$ cat config.mk
export PLATFORM = sky130hd
export DESIGN_NAME = relocating_object_loader_top_flat
export DESIGN_NICKNAME = d
export VERILOG_FILES = /design/src/design/rol_pkg.sv /design/src/design/rol_if.sv /design/src/design/relocating_object_loader_top.sv /design/src/flat_wrapper.sv
export VERILOG_INCLUDE_DIRS = /design/src /design/src/design
export SDC_FILE = /design/constraint.sdc
export NUM_CORES = 1
export LEC_CHECK = 0
export BUFFER_PORTS_ARGS = -buffer_cell sky130_fd_sc_hd__buf_2
export CAP_MARGIN = 25
export CORE_MARGIN = 8
export CORE_UTILIZATION = 54
export DETAILED_ROUTE_END_ITERATION = 8
export GPL_ROUTABILITY_DRIVEN = 1
export PLACE_DENSITY_LB_ADDON = 0.25
export SETUP_SLACK_MARGIN = 0.1
export SYNTH_ARGS = -nofsm -noshare
export SYNTH_HDL_FRONTEND = slang
export SYNTH_SLANG_ARGS = --single-unit
$ cat constraint.sdc
create_clock -name clk -period 4.2 [get_ports clk]
set_input_delay 1.26 -clock clk [delete_from_list [all_inputs] [get_ports clk]]
set_output_delay 1.26 -clock clk [all_outputs]
set_load 0.1 [all_outputs]
$ cat src/design/relocating_object_loader_top_defines.svh
// Assertion macros for the relocating object loader.
`ifndef RELOCATING_OBJECT_LOADER_TOP_DEFINES_SVH
`define RELOCATING_OBJECT_LOADER_TOP_DEFINES_SVH

// Check that cons holds in the same cycle as ante.
`define ROL_ASSERT_NOW(label, ante, cons, msg) \
    label: assert property (@(posedge clk) disable iff (!rst_n) (ante) |-> (cons)) \
        else $error(msg);

// Check that cons holds in the cycle after ante.
`define ROL_ASSERT_NEXT(label, ante, cons, msg) \
    label: assert property (@(posedge clk) disable iff (!rst_n) (ante) |=> (cons)) \
        else $error(msg);

`endif

$ cat src/design/rol_pkg.sv
package rol_pkg;

    localparam int HW_W   = 16;
    localparam int ADDR_W = 16;
    localparam int CNT_W  = 8;

    localparam logic [HW_W-1:0] MARKER_WORD = 16'hFFFC;

    // Header class codes in the top two bits.
    localparam logic [1:0] HDR_ORG  = 2'b11;
    localparam logic [1:0] HDR_DATA = 2'b10;

    // Relocation multiplier for one instruction word.
    typedef enum logic [1:0] {
        RELOC_NONE   = 2'd0,
        RELOC_ONCE   = 2'd1,
        RELOC_TWICE  = 2'd2
    } reloc_t;

endpackage

$ cat src/design/rol_if.sv
interface rol_obj_if;
    logic                      valid;
    logic                      ready;
    logic [rol_pkg::HW_W-1:0]  halfword;

    modport source (output valid, output halfword, input ready);
    modport sink   (input valid, input halfword, output ready);
endinterface

interface rol_wr_if;
    logic                        valid;
    logic                        ready;
    logic [rol_pkg::ADDR_W-1:0]  write_address;
    logic [rol_pkg::HW_W-1:0]    write_data;
    logic                        last_of_run;

    modport source (output valid, output write_address, output write_data,
                    output last_of_run, input ready);
    modport sink   (input valid, input write_address, input write_data,
                    input last_of_run, output ready);
endinterface

interface rol_cfg_if;
    logic                        valid;
    logic                        ready;
    logic [rol_pkg::ADDR_W-1:0]  relocation_offset;

    modport source (output valid, output relocation_offset, input ready);
    modport sink   (input valid, input relocation_offset, output ready);
endinterface

$ cat src/design/relocating_object_loader_top.sv
// Relocating object loader.
// obj: one object halfword per request. wr: memory write requests (address,
// data, last_of_run flag on the final write caused by one halfword).
// cfg: writes the relocation offset and reloads the write address with it;
// issue it only while the loader is idle. It is always ready.
// Path: a halfword is held in the input register and decoded, and its
// first write is loaded into the output register, which offers it on wr;
// a stall on wr can hold the halfword in the input register first.
// Throughput: one halfword per cycle while wr does not stall. The single
// exception is the data record that places the end marker: its last halfword
// gives two writes, and the input register holds while the second drains.
// The 16-bit adds in the decode path stand side by side; none feeds another.
// Reset: offset and address go to zero, the decoder waits for a header and
// no request is offered. When wr stalls, the output register holds its
// request, the input register fills and then obj ready drops.
`include "relocating_object_loader_top_defines.svh"

module relocating_object_loader_top (
    input  logic      clk,
    input  logic      rst_n,
    rol_obj_if.sink   obj,
    rol_wr_if.source  wr,
    rol_cfg_if.sink   cfg
);

    typedef enum logic [1:0] {
        PH_HEADER = 2'd0,
        PH_DATA   = 2'd1,
        PH_INSTR  = 2'd2
    } phase_t;

    // Input register
    logic                         in_valid_reg;
    logic [rol_pkg::HW_W-1:0]     hw_reg;

    // Decoder state
    phase_t                       phase_reg, phase_next;
    logic [rol_pkg::ADDR_W-1:0]   offset_reg;
    logic [rol_pkg::ADDR_W-1:0]   cur_addr_reg, cur_addr_next;
    logic                         marker_written_reg, marker_written_next;
    logic [rol_pkg::CNT_W-1:0]    data_left_reg, data_left_next;
    logic [1:0]                   instr_len_reg, instr_len_next;
    logic [1:0]                   instr_pos_reg, instr_pos_next;
    logic [1:0]                   first_code_reg, first_code_next;
    logic [1:0]                   second_code_reg, second_code_next;

    // Output register
    logic                         out_valid_reg;
    logic [rol_pkg::ADDR_W-1:0]   out_addr_reg;
    logic [rol_pkg::HW_W-1:0]     out_data_reg;
    logic                         out_last_reg;
    logic                         marker_pend_reg;

    // Result of the current item
    logic                         res_valid;
    logic                         res_two;
    logic [rol_pkg::ADDR_W-1:0]   res_addr;
    logic [rol_pkg::HW_W-1:0]     res_data;
    logic                         res_last;

    logic                         out_free;
    logic                         adv;
    logic                         fire;
    logic [1:0]                   pos_inc;
    rol_pkg::reloc_t              times;
    logic [rol_pkg::HW_W-1:0]     reloc_add;
    logic [7:0]                   lo_byte;

    assign out_free  = !out_valid_reg || wr.ready;
    assign adv       = out_free && !marker_pend_reg;
    assign fire      = in_valid_reg && adv;
    assign obj.ready = !in_valid_reg || adv;
    assign cfg.ready = 1'b1;

    assign wr.valid         = out_valid_reg;
    assign wr.write_address = out_addr_reg;
    assign wr.write_data    = out_data_reg;
    assign wr.last_of_run   = out_last_reg;

    assign lo_byte = hw_reg[7:0];
    assign pos_inc = instr_pos_reg + 2'd1;

    // Pick how many times the offset is added to this instruction word
    always_comb
    begin
        times = rol_pkg::RELOC_NONE;
        if (instr_len_reg == 2'd1)
        begin
            if (first_code_reg != 2'd0)
                times = rol_pkg::RELOC_ONCE;
        end
        else if (instr_len_reg == 2'd2)
        begin
            if (instr_pos_reg == 2'd1)
            begin
                if ((first_code_reg != 2'd0) && (second_code_reg != 2'd0))
                    times = rol_pkg::RELOC_TWICE;
                else if ((first_code_reg != 2'd0) || (second_code_reg != 2'd0))
                    times = rol_pkg::RELOC_ONCE;
            end
        end
        else
        begin
            if ((instr_pos_reg == 2'd1) && (first_code_reg != 2'd0))
                times = rol_pkg::RELOC_ONCE;
            else if ((instr_pos_reg == 2'd2) && (second_code_reg != 2'd0))
                times = rol_pkg::RELOC_ONCE;
        end
    end

    always_comb
    begin
        case (times)
            rol_pkg::RELOC_ONCE:  reloc_add = offset_reg;
            rol_pkg::RELOC_TWICE: reloc_add = {offset_reg[rol_pkg::HW_W-2:0], 1'b0};
            default:              reloc_add = '0;
        endcase
    end

    // Decode the held halfword against the decoder state
    always_comb
    begin
        phase_next          = phase_reg;
        cur_addr_next       = cur_addr_reg;
        marker_written_next = marker_written_reg;
        data_left_next      = data_left_reg;
        instr_len_next      = instr_len_reg;
        instr_pos_next      = instr_pos_reg;
        first_code_next     = first_code_reg;
        second_code_next    = second_code_reg;
        res_valid           = 1'b0;
        res_two             = 1'b0;
        res_addr            = cur_addr_reg;
        res_data            = hw_reg;
        res_last            = 1'b1;

        unique case (phase_reg)
            PH_DATA:
            begin
                res_valid      = 1'b1;
                cur_addr_next  = cur_addr_reg + 16'd2;
                data_left_next = data_left_reg - 8'd1;
                if (data_left_reg == 8'd1)
                begin
                    phase_next = PH_HEADER;
                    if (!marker_written_reg)
                    begin
                        res_two             = 1'b1;
                        res_last            = 1'b0;
                        marker_written_next = 1'b1;
                    end
                end
            end
            PH_INSTR:
            begin
                res_valid      = 1'b1;
                res_data       = hw_reg + reloc_add;
                cur_addr_next  = cur_addr_reg + 16'd2;
                instr_pos_next = pos_inc;
                if (pos_inc >= instr_len_reg)
                begin
                    phase_next     = PH_HEADER;
                    instr_pos_next = 2'd0;
                end
            end
            default:
            begin
                if (hw_reg[15:14] == rol_pkg::HDR_ORG)
                begin
                    cur_addr_next = offset_reg + {7'd0, lo_byte, 1'b0};
                end
                else if (hw_reg[15:14] == rol_pkg::HDR_DATA)
                begin
                    data_left_next = lo_byte;
                    if (lo_byte == 8'd0)
                    begin
                        // Empty record: place the marker over the last slot
                        if (!marker_written_reg)
                        begin
                            res_valid           = 1'b1;
                            res_addr            = cur_addr_reg - 16'd2;
                            res_data            = rol_pkg::MARKER_WORD;
                            marker_written_next = 1'b1;
                        end
                    end
                    else
                    begin
                        phase_next = PH_DATA;
                    end
                end
                else
                begin
                    instr_len_next   = hw_reg[10:9];
                    second_code_next = hw_reg[12:11];
                    first_code_next  = hw_reg[14:13];
                    instr_pos_next   = 2'd0;
                    if (hw_reg[10:9] != 2'd0)
                        phase_next = PH_INSTR;
                end
            end
        endcase
    end

    // Hold state, input register and output register
    always_ff @(posedge clk or negedge rst_n)
    begin
        if (!rst_n)
        begin
            in_valid_reg       <= 1'b0;
            hw_reg             <= '0;
            phase_reg          <= PH_HEADER;
            offset_reg         <= '0;
            cur_addr_reg       <= '0;
            marker_written_reg <= 1'b0;
            data_left_reg      <= '0;
            instr_len_reg      <= '0;
            instr_pos_reg      <= '0;
            first_code_reg     <= '0;
            second_code_reg    <= '0;
            out_valid_reg      <= 1'b0;
            out_addr_reg       <= '0;
            out_data_reg       <= '0;
            out_last_reg       <= 1'b0;
            marker_pend_reg    <= 1'b0;
        end
        else
        begin
            // Take a new request into the input register
            if (obj.ready)
            begin
                in_valid_reg <= obj.valid;
                if (obj.valid)
                    hw_reg <= obj.halfword;
            end

            // Write the offset and reload the address, or advance the decoder
            if (cfg.valid)
            begin
                offset_reg   <= cfg.relocation_offset;
                cur_addr_reg <= cfg.relocation_offset;
            end
            else if (fire)
            begin
                phase_reg          <= phase_next;
                cur_addr_reg       <= cur_addr_next;
                marker_written_reg <= marker_written_next;
                data_left_reg      <= data_left_next;
                instr_len_reg      <= instr_len_next;
                instr_pos_reg      <= instr_pos_next;
                first_code_reg     <= first_code_next;
                second_code_reg    <= second_code_next;
            end

            // Load the output register: pending marker first, then new result
            if (out_free)
            begin
                if (marker_pend_reg)
                begin
                    out_valid_reg   <= 1'b1;
                    out_data_reg    <= rol_pkg::MARKER_WORD;
                    out_last_reg    <= 1'b1;
                    marker_pend_reg <= 1'b0;
                end
                else if (fire && res_valid)
                begin
                    out_valid_reg   <= 1'b1;
                    out_addr_reg    <= res_addr;
                    out_data_reg    <= res_data;
                    out_last_reg    <= res_last;
                    marker_pend_reg <= res_two;
                end
                else
                begin
                    out_valid_reg <= 1'b0;
                end
            end
        end
    end

    `ROL_ASSERT_NOW(a_pend_has_out, marker_pend_reg, out_valid_reg && !out_last_reg,
        "marker pending without the data write in the output register")
    `ROL_ASSERT_NOW(a_pend_marks, marker_pend_reg, marker_written_reg,
        "marker pending but not recorded as written")
    `ROL_ASSERT_NOW(a_data_count, phase_reg == PH_DATA, data_left_reg != 8'd0,
        "data record open with zero halfwords left")
    `ROL_ASSERT_NEXT(a_marker_out, !marker_written_reg && !cfg.valid && fire
        && res_valid && marker_written_next,
        marker_pend_reg || (out_valid_reg && out_data_reg == rol_pkg::MARKER_WORD),
        "marker recorded but no marker write issued")

endmodule
$ cat src/flat_wrapper.sv
// flat-port wrapper written by rule: the top's interface ports become plain ports
module relocating_object_loader_top_flat 
  (clk, rst_n, obj_valid, obj_halfword, obj_ready, wr_valid, wr_write_address, wr_write_data, wr_last_of_run, wr_ready, cfg_valid, cfg_relocation_offset, cfg_ready);
  rol_obj_if obj_i ();
  rol_wr_if wr_i ();
  rol_cfg_if cfg_i ();
  input  logic clk;
  input  logic rst_n;
  input wire logic [$bits(obj_i.valid)-1:0] obj_valid;
  input wire logic [$bits(obj_i.halfword)-1:0] obj_halfword;
  output wire logic [$bits(obj_i.ready)-1:0] obj_ready;
  output wire logic [$bits(wr_i.valid)-1:0] wr_valid;
  output wire logic [$bits(wr_i.write_address)-1:0] wr_write_address;
  output wire logic [$bits(wr_i.write_data)-1:0] wr_write_data;
  output wire logic [$bits(wr_i.last_of_run)-1:0] wr_last_of_run;
  input wire logic [$bits(wr_i.ready)-1:0] wr_ready;
  input wire logic [$bits(cfg_i.valid)-1:0] cfg_valid;
  input wire logic [$bits(cfg_i.relocation_offset)-1:0] cfg_relocation_offset;
  output wire logic [$bits(cfg_i.ready)-1:0] cfg_ready;
  assign obj_i.valid = obj_valid;
  assign obj_i.halfword = obj_halfword;
  assign obj_ready = obj_i.ready;
  assign wr_valid = wr_i.valid;
  assign wr_write_address = wr_i.write_address;
  assign wr_write_data = wr_i.write_data;
  assign wr_last_of_run = wr_i.last_of_run;
  assign wr_i.ready = wr_ready;
  assign cfg_i.valid = cfg_valid;
  assign cfg_i.relocation_offset = cfg_relocation_offset;
  assign cfg_ready = cfg_i.ready;
  relocating_object_loader_top u_core (.clk(clk), .rst_n(rst_n), .obj(obj_i), .wr(wr_i), .cfg(cfg_i));
endmodule
==> Yosys cells after proc, flatten, opt, wreduce, memory -nomap -nowiden <==
Cells that the tools add are included.
{ "op_classes": {"add_sub_neg": 6, "n_mul": 0, "n_div": 0, "order_cmp": 1, "eq_ne": 18, "shifts": 0, "n_mux": 60, "n_bitwise": 7, "reduce_logical": 32} }
{ "op_table": {"columns": ["op", "count"], "rows": [
  ["$mux W16", 15],
  ["$pmux W16 S2", 2],
  ["$mux W2", 14],
  ["$mux W1", 23],
  ["$add A16 B16 Y16", 1],
  ["$add A16 B2 Y16 const B", 1],
  ["$add A16 B9 Y16", 1],
  ["$mux W8", 2],
  ["$pmux W8 S2", 1],
  ["$sub A16 B2 Y16 const B", 1],
  ["$reduce_and A5 Y1", 3],
  ["$reduce_and A7 Y1", 2],
  ["$reduce_bool A2 Y1", 7],
  ["$eq A2 B2 Y1 const B", 6],
  ["$eq A2 B1 Y1 const B", 4],
  ["$eq A8 B1 Y1 const B", 1],
  ["$logic_not A8 Y1", 1],
  ["$pmux W2 S2", 2],
  ["$sub A8 B1 Y8 const B", 1],
  ["$not A1 Y1", 7],
  ["$logic_and A1 B1 Y1", 6],
  ["$ne A2 B2 Y1 const B", 3],
  ["$reduce_and A2 Y1", 3],
  ["$ne A2 B1 Y1 const B", 2],
  ["11 further kinds", 15]
]} }
{ "totals": {"ff_bits": 103, "latchBits": 0, "ramBits": 0, "mem_bits_ro": 0, "out_inout_bits": 36, "word_cells": 140, "n_memories": 0} }

==> Longest topological paths before layout <==
{ "logic_depth": {"ltp_word": 13, "mapped_depth": 20, "ltp_nobuf": 18} }

==> Worst setup path after synthesis <==
Ideal clock, no wire load.
{ "synth_timing": {"path_type": "input port to flip-flop", "start": "input port wr_ready", "end": "register u_core.hw_reg[10] (netlist name)", "t_arrival_ps": 4799, "slack_ps": -724, "cell_stages": 5, "path_cell_list": "nor2b_1 o21ai_0 nand2_1 clkbuf_1 mux2_2"} }
{ "synth_via": {"elab_chain_cells": 4} }
{ "synth_rtl": {"columns": ["item", "line", "source"], "rows": [
  ["start, declared", "flat_wrapper.sv:16", "input wire logic [$bits(wr_i.ready)-1:0] wr_ready;"],
  ["$logic_or A1 B1 Y1", "relocating_object_loader_top.sv:69", "assign out_free = !out_valid_reg || wr.ready;"],
  ["$logic_and A1 B1 Y1", "relocating_object_loader_top.sv:70", "assign adv = out_free && !marker_pend_reg;"],
  ["$logic_or A1 B1 Y1", "relocating_object_loader_top.sv:72", "assign obj.ready = !in_valid_reg || adv;"],
  ["via obj_ready", "flat_wrapper.sv:11", "output wire logic [$bits(obj_i.ready)-1:0] obj_ready;"],
  ["$reduce_and A2 Y1 (no line)", null, null],
  ["end signal, assigned", "relocating_object_loader_top.sv:233", "hw_reg <= obj.halfword;"],
  ["end, declared", "relocating_object_loader_top.sv:34", "logic [rol_pkg::HW_W-1:0] hw_reg;"]
]} }
The timed path passes the listed nets, and every way through them passes these cells.
A chain may end at the register's enable or synchronous reset.

==> Final worst setup path <==
{ "layout_timing": {"start": "register u_core.instr_pos_reg[0]", "end": "register u_core.out_data_reg, in the netlist u_core.wr.write_data[13]"} }
{ "layout_via": {"elab_chain_cells": 12, "word_cells_on_any_way": 16, "cone_classes": "add/sub: 1; eq/ne: 4; mux: 9; reduce/logical: 2"} }
{ "layout_rtl": {"columns": ["item", "line", "source"], "rows": [
  ["start, declared", "relocating_object_loader_top.sv:43", "logic [1:0] instr_pos_reg, instr_pos_next;"],
  ["start signal, assigned", "relocating_object_loader_top.sv:249", "instr_pos_reg <= instr_pos_next;"],
  ["$eq A2 B2 Y1", "relocating_object_loader_top.sv:106", "else if ((instr_pos_reg == 2'd2) && (second_code_reg != 2'd0))"],
  ["$logic_and A1 B1 Y1", "relocating_object_loader_top.sv:106", null],
  ["$mux W1", "relocating_object_loader_top.sv:106", null],
  ["$mux W2", "relocating_object_loader_top.sv:104", "if ((instr_pos_reg == 2'd1) && (first_code_reg != 2'd0))"],
  ["$mux W2 *", "relocating_object_loader_top.sv:92", "else if (instr_len_reg == 2'd2)"],
  ["$mux W2 *", "relocating_object_loader_top.sv:87", "if (instr_len_reg == 2'd1)"],
  ["$eq A2 B2 Y1 / $eq A2 B1 Y1 (equally long branches)", "relocating_object_loader_top.sv:113", "case (times)"],
  ["$pmux W16 S2 *", "relocating_object_loader_top.sv:113", null],
  ["$add A16 B16 Y16 *", "relocating_object_loader_top.sv:157", "res_data = hw_reg + reloc_add;"],
  ["$pmux W16 S2 *", "relocating_object_loader_top.sv:137", "unique case (phase_reg)"],
  ["$mux W16 *", "relocating_object_loader_top.sv:264", "else if (fire && res_valid)"],
  ["$mux W16 *", "relocating_object_loader_top.sv:257", "if (marker_pend_reg)"],
  ["end signal, assigned", "relocating_object_loader_top.sv:260", "out_data_reg <= rol_pkg::MARKER_WORD;"],
  ["end signal, assigned", "relocating_object_loader_top.sv:268", "out_data_reg <= res_data;"],
  ["end, declared", "relocating_object_loader_top.sv:50", "logic [rol_pkg::HW_W-1:0] out_data_reg;"]
]} }
Every way passes the cells marked *; elsewhere a longest branch is shown, timed or not. The select of a mux whose other input is x is not followed.

==> results_tabular.tex <==
\begin{tabular}{lr}
\hline
Metric & Value \\
\hline
\multicolumn{2}{l}{\textbf{Placed design}} \\
Gpl congestion & 0.889 \\
Placement-stage worst setup slack & -0.131 ns \\
Quantity of I/O buffers inserted on ports & 71 \\
Detailed Place HPWL & 13.0 mm \\
\# placed instances & 917 \\
Standard cell area after detailed placement & 0.00709 sq mm \\
\multicolumn{2}{l}{\textbf{Synth}} \\
Seq/Total Area, Yosys & 39.2\% \\
Number of warning messages in the yosys log & 0 \\
Post-synthesis cell area & 0.00658 sq mm \\
Mux share of post-synthesis cell area & 6.73\% \\
Area share of the largest cell type after synthesis & 39.2\% \\
Fraction of the mapped netlist area in adder cells & 7.27\% \\
Cell count after synthesis & 719 \\
Post-Synthesis Net Count & 793 \\
Top cells by count, synth & 103 x dfrtp\_1, 70 x nor2\_1, 54 x a21oi\_1 \\
Count of cell types in the netlist & 71 \\
Post-synth top flop & dfrtp\_1 \\
Combinational family with the most area after synthesis & compound AO/OA/AOI/OAI gates \\
Biggest area consumer among synthesized cells & dfrtp\_1 \\
Post-synthesis compound-gate area fraction & 20.0\% \\
Leading post-synthesis cells by cell area & dfrtp\_1 39\%, ha\_1 6.7\%, mux2\_2 5.8\% \\
Area share of and/or/nand/nor cells after synthesis & 16.7\% \\
Mean area per synthesized cell & 9.15 sq um \\
Share of async-settable or async-resettable flops after synthesis & 100\% \\
Number of synthesized register bits & 103 \\
Number of enable flip-flop cells after synthesis & 0 \\
XOR/XNOR share of the synthesized area & 5.59\% \\
Most common cell in the netlist & dfrtp\_1 \\
\multicolumn{2}{l}{\textbf{Drt}} \\
Number of vias in the routed layout & 5696 \\
1st-pass router iterations & 5 \\
Number of remaining DRC errors & 0 \\
Initial DRC count & 479 \\
Post-detailed-route wirelength per cell & 18.7 microns \\
Final Routed Wirelength & 17.5 mm \\
Per-cell via count in the routed design & 6.09 \\
Final antenna-violating net count & 0 \\
\multicolumn{2}{l}{\textbf{Worst hold path}} \\
Startpoint of the tightest hold check path & u\_core.first\_code\_reg[1] \\
HP Class & register to register \\
Worst hold path cell count & 2 \\
Capture endpoint of the worst hold path & u\_core.first\_code\_reg[1] \\
\multicolumn{2}{l}{\textbf{Clock tree}} \\
Clock buffer count from CTS & 9 \\
TritonCTS clock tree & yes \\
Number of H-tree levels & 3 \\
Clock Tree Root & clkbuf\_16 \\
Hold-fix buffer count after cts & 0 \\
Largest buffer count on any clock path & 2 \\
Sinks on the clock net & 103 \\
Clock-pin transition on the worst setup and hold timing paths & 0.07 ns \\
Latest clock arrival within the worst-skew pair & 0.36 ns \\
\multicolumn{2}{l}{\textbf{STA}} \\
Smallest setup slack after layout & 0.390 ns \\
Maximum frequency from static timing analysis & 262 MHz \\
Slew @ Worst Pin & 0.784 ns \\
Min Hold Slack & 0.495 ns \\
Unrepaired setup endpoints after global routing & false \\
Clock Skews & 0.00941 ns \\
Final hold vios & 0 \\
Final setup violating endpoints & 0 \\
Sum of negative setup slack & 0 ns \\
Final max-slew violation count & 0 \\
Minimum clock period & 3.81 ns \\
Relative slew margins & 47.5\% \\
Final worst-path cycle share & 90.7\% \\
\multicolumn{2}{l}{\textbf{GRT}} \\
Via count of the first global-routing pass & 5685 \\
Antenna violations before repair & 0 \\
First-pass GRT wire length & 28.9 mm \\
Global Route Usage Sum & 22.2\% \\
Grt ovf & 0 \\
Pin count of the biggest net entering global routing & 61 \\
\multicolumn{2}{l}{\textbf{Die}} \\
Starting density of the core & 55.0\% \\
Area of the die & 0.0160 sq mm \\
Die Wd & 126 microns \\
I/O pin count & 73 \\
Standard cell core area & 0.0120 sq mm \\
Number of rows created at floorplan & 40 \\
Vertical die dimension & 126 microns \\
\multicolumn{2}{l}{\textbf{Layout}} \\
End-of-flow core utilization & 62.5\% \\
Fin area & 0.00748 sq mm \\
Layout cell share with drive strength beyond 1 & 20.4\% \\
Syn-to-layout area delta & 13.7\% \\
\# nets final & 857 \\
Filler-free cell count of the finished design & 935 \\
N\_diodes & 0 \\
Count of filler cells inserted in the layout & 1010 \\
\multicolumn{2}{l}{\textbf{Setup path}} \\
Start point of the critical path & u\_core.instr\_pos\_reg[0] \\
Critical-path maximum fanout & 11 \\
Worst EP arrival & 4.07 ns \\
Reg2Reg Launch Point & u\_core.instr\_pos\_reg[0] \\
Worst Path Class, Setup & register to register \\
Element type at the critical path end & register \\
Register-to-register setup slack & 0.39 ns \\
Required time at the endpoint of the critical path & 4.45 ns \\
Crit path launch type & register \\
R2R Path End & u\_core.wr.write\_data[13] \\
Logic depth of the worst register-to-register path & 20 \\
\multicolumn{2}{l}{\textbf{Power}} \\
Largest vdd supply drop & 0.641 mV \\
Final total power & 6.07 mW \\
Static leakage & 3.28 nW \\
Power per Cell Area & 811 mW/mm\^{}2 \\
\multicolumn{2}{l}{\textbf{Job}} \\
Max Cap Violations & 0 \\
\multicolumn{2}{l}{\textbf{Run status}} \\
Outcome & finished clean \\
\hline
\end{tabular}
-- cells in the final DEF, fill, tap and decap left out, types with 22 or more instances in the layout --
cell type	netlist	routed
xnor2_1	24	24
a21oi_1	54	54
inv_1	36	36
buf_2	5	70
ha_1	35	34
o21ai_0	52	50
nor2_1	70	70
dfrtp_1	103	103
nand2_1	50	50
mux2_2	34	34
nand3_1	22	22
-- critical path, stage by stage (launching register included) --
cell and delay, ns:
dfrtp_1 0.40, buf_4 0.15, inv_1 0.05, ha_1 0.16
nand2_1 0.06, a21oi_1 0.11, a31oi_1 0.06, o22ai_2 0.22
inv_1 0.07, ha_1 0.19, nor2b_4 0.16, buf_4 0.15
a22o_1 0.23, ha_1 0.36, nand2_1 0.12, nor2_1 0.07
a21boi_1 0.15, or3b_2 0.47, a21oi_1 0.17, mux2i_1 0.10
a311oi_1 0.25
-- area by class of cell --
type | instances | area, sq um | share of cell area [%]
sequential | 103 | 2580 | 34.5
tap | 147 | 184 | 2.46
clock inverter | 4 | 76.3 | 1.02
multi-input combinational | 543 | 3750 | 50.1
timing repair buffer | 90 | 500 | 6.69
clock buffer | 12 | 256 | 3.43
inverter | 36 | 135 | 1.81
-- power by group --
group	internal, mW	total, mW	switching [mW]
Combinational	0.979	3.40	2.42
Sequential	1.35	1.73	0.388
Clock	0.557	0.937	0.380
Total	2.88	6.07	3.19
-- routing by layer --
metal / track usage (%) / vias to the layer above / share of wire (%)
li1: - / 2724 / -
met5: 0 / - / 0
met3: 5.11 / 23 / 5.2
met1: 29.1 / 2776 / 46
met4: 6.37 / 0 / 1.5
met2: 36.1 / 173 / 48
-- cells by family (layout without fill, tap and decap cells) --
| logic type | Yosys count | count (layout) |
|---|---|---|
| simple gates | 219 | 219 |
| compound gates | 204 | 204 |
| flops | 103 | 103 |
| buf+inv | 73 | 142 |
| xor+xnor | 42 | 42 |
| mux | 40 | 40 |
| fa+ha+maj | 37 | 37 |
| other cells | 1 | 1 |
-- repair_timing --
item / 4_1_cts / 5_1_grt
setup buffers: 0 / 2
gates resized for setup: 5 / 6
pin swaps: 0 / 1
endpoints found under the setup margin: 7 / 6
-- worst max-delay path by stage --
stage | end | slack (ns)
6_report | u_core.wr.write_data[13] | 0.39
5_1_grt | u_core.wr.write_data[12] | 0.10
4_1_cts | u_core.wr.write_data[12] | 0.10
3_5_place_dp | u_core.wr.write_data[12] | -0.13
3_3_place_gp | u_core.wr.write_data[13] | -0.02
2_1_floorplan | u_core.wr.write_data[12] | 0.16
Note: power is estimated with default switching activity, not from simulation.
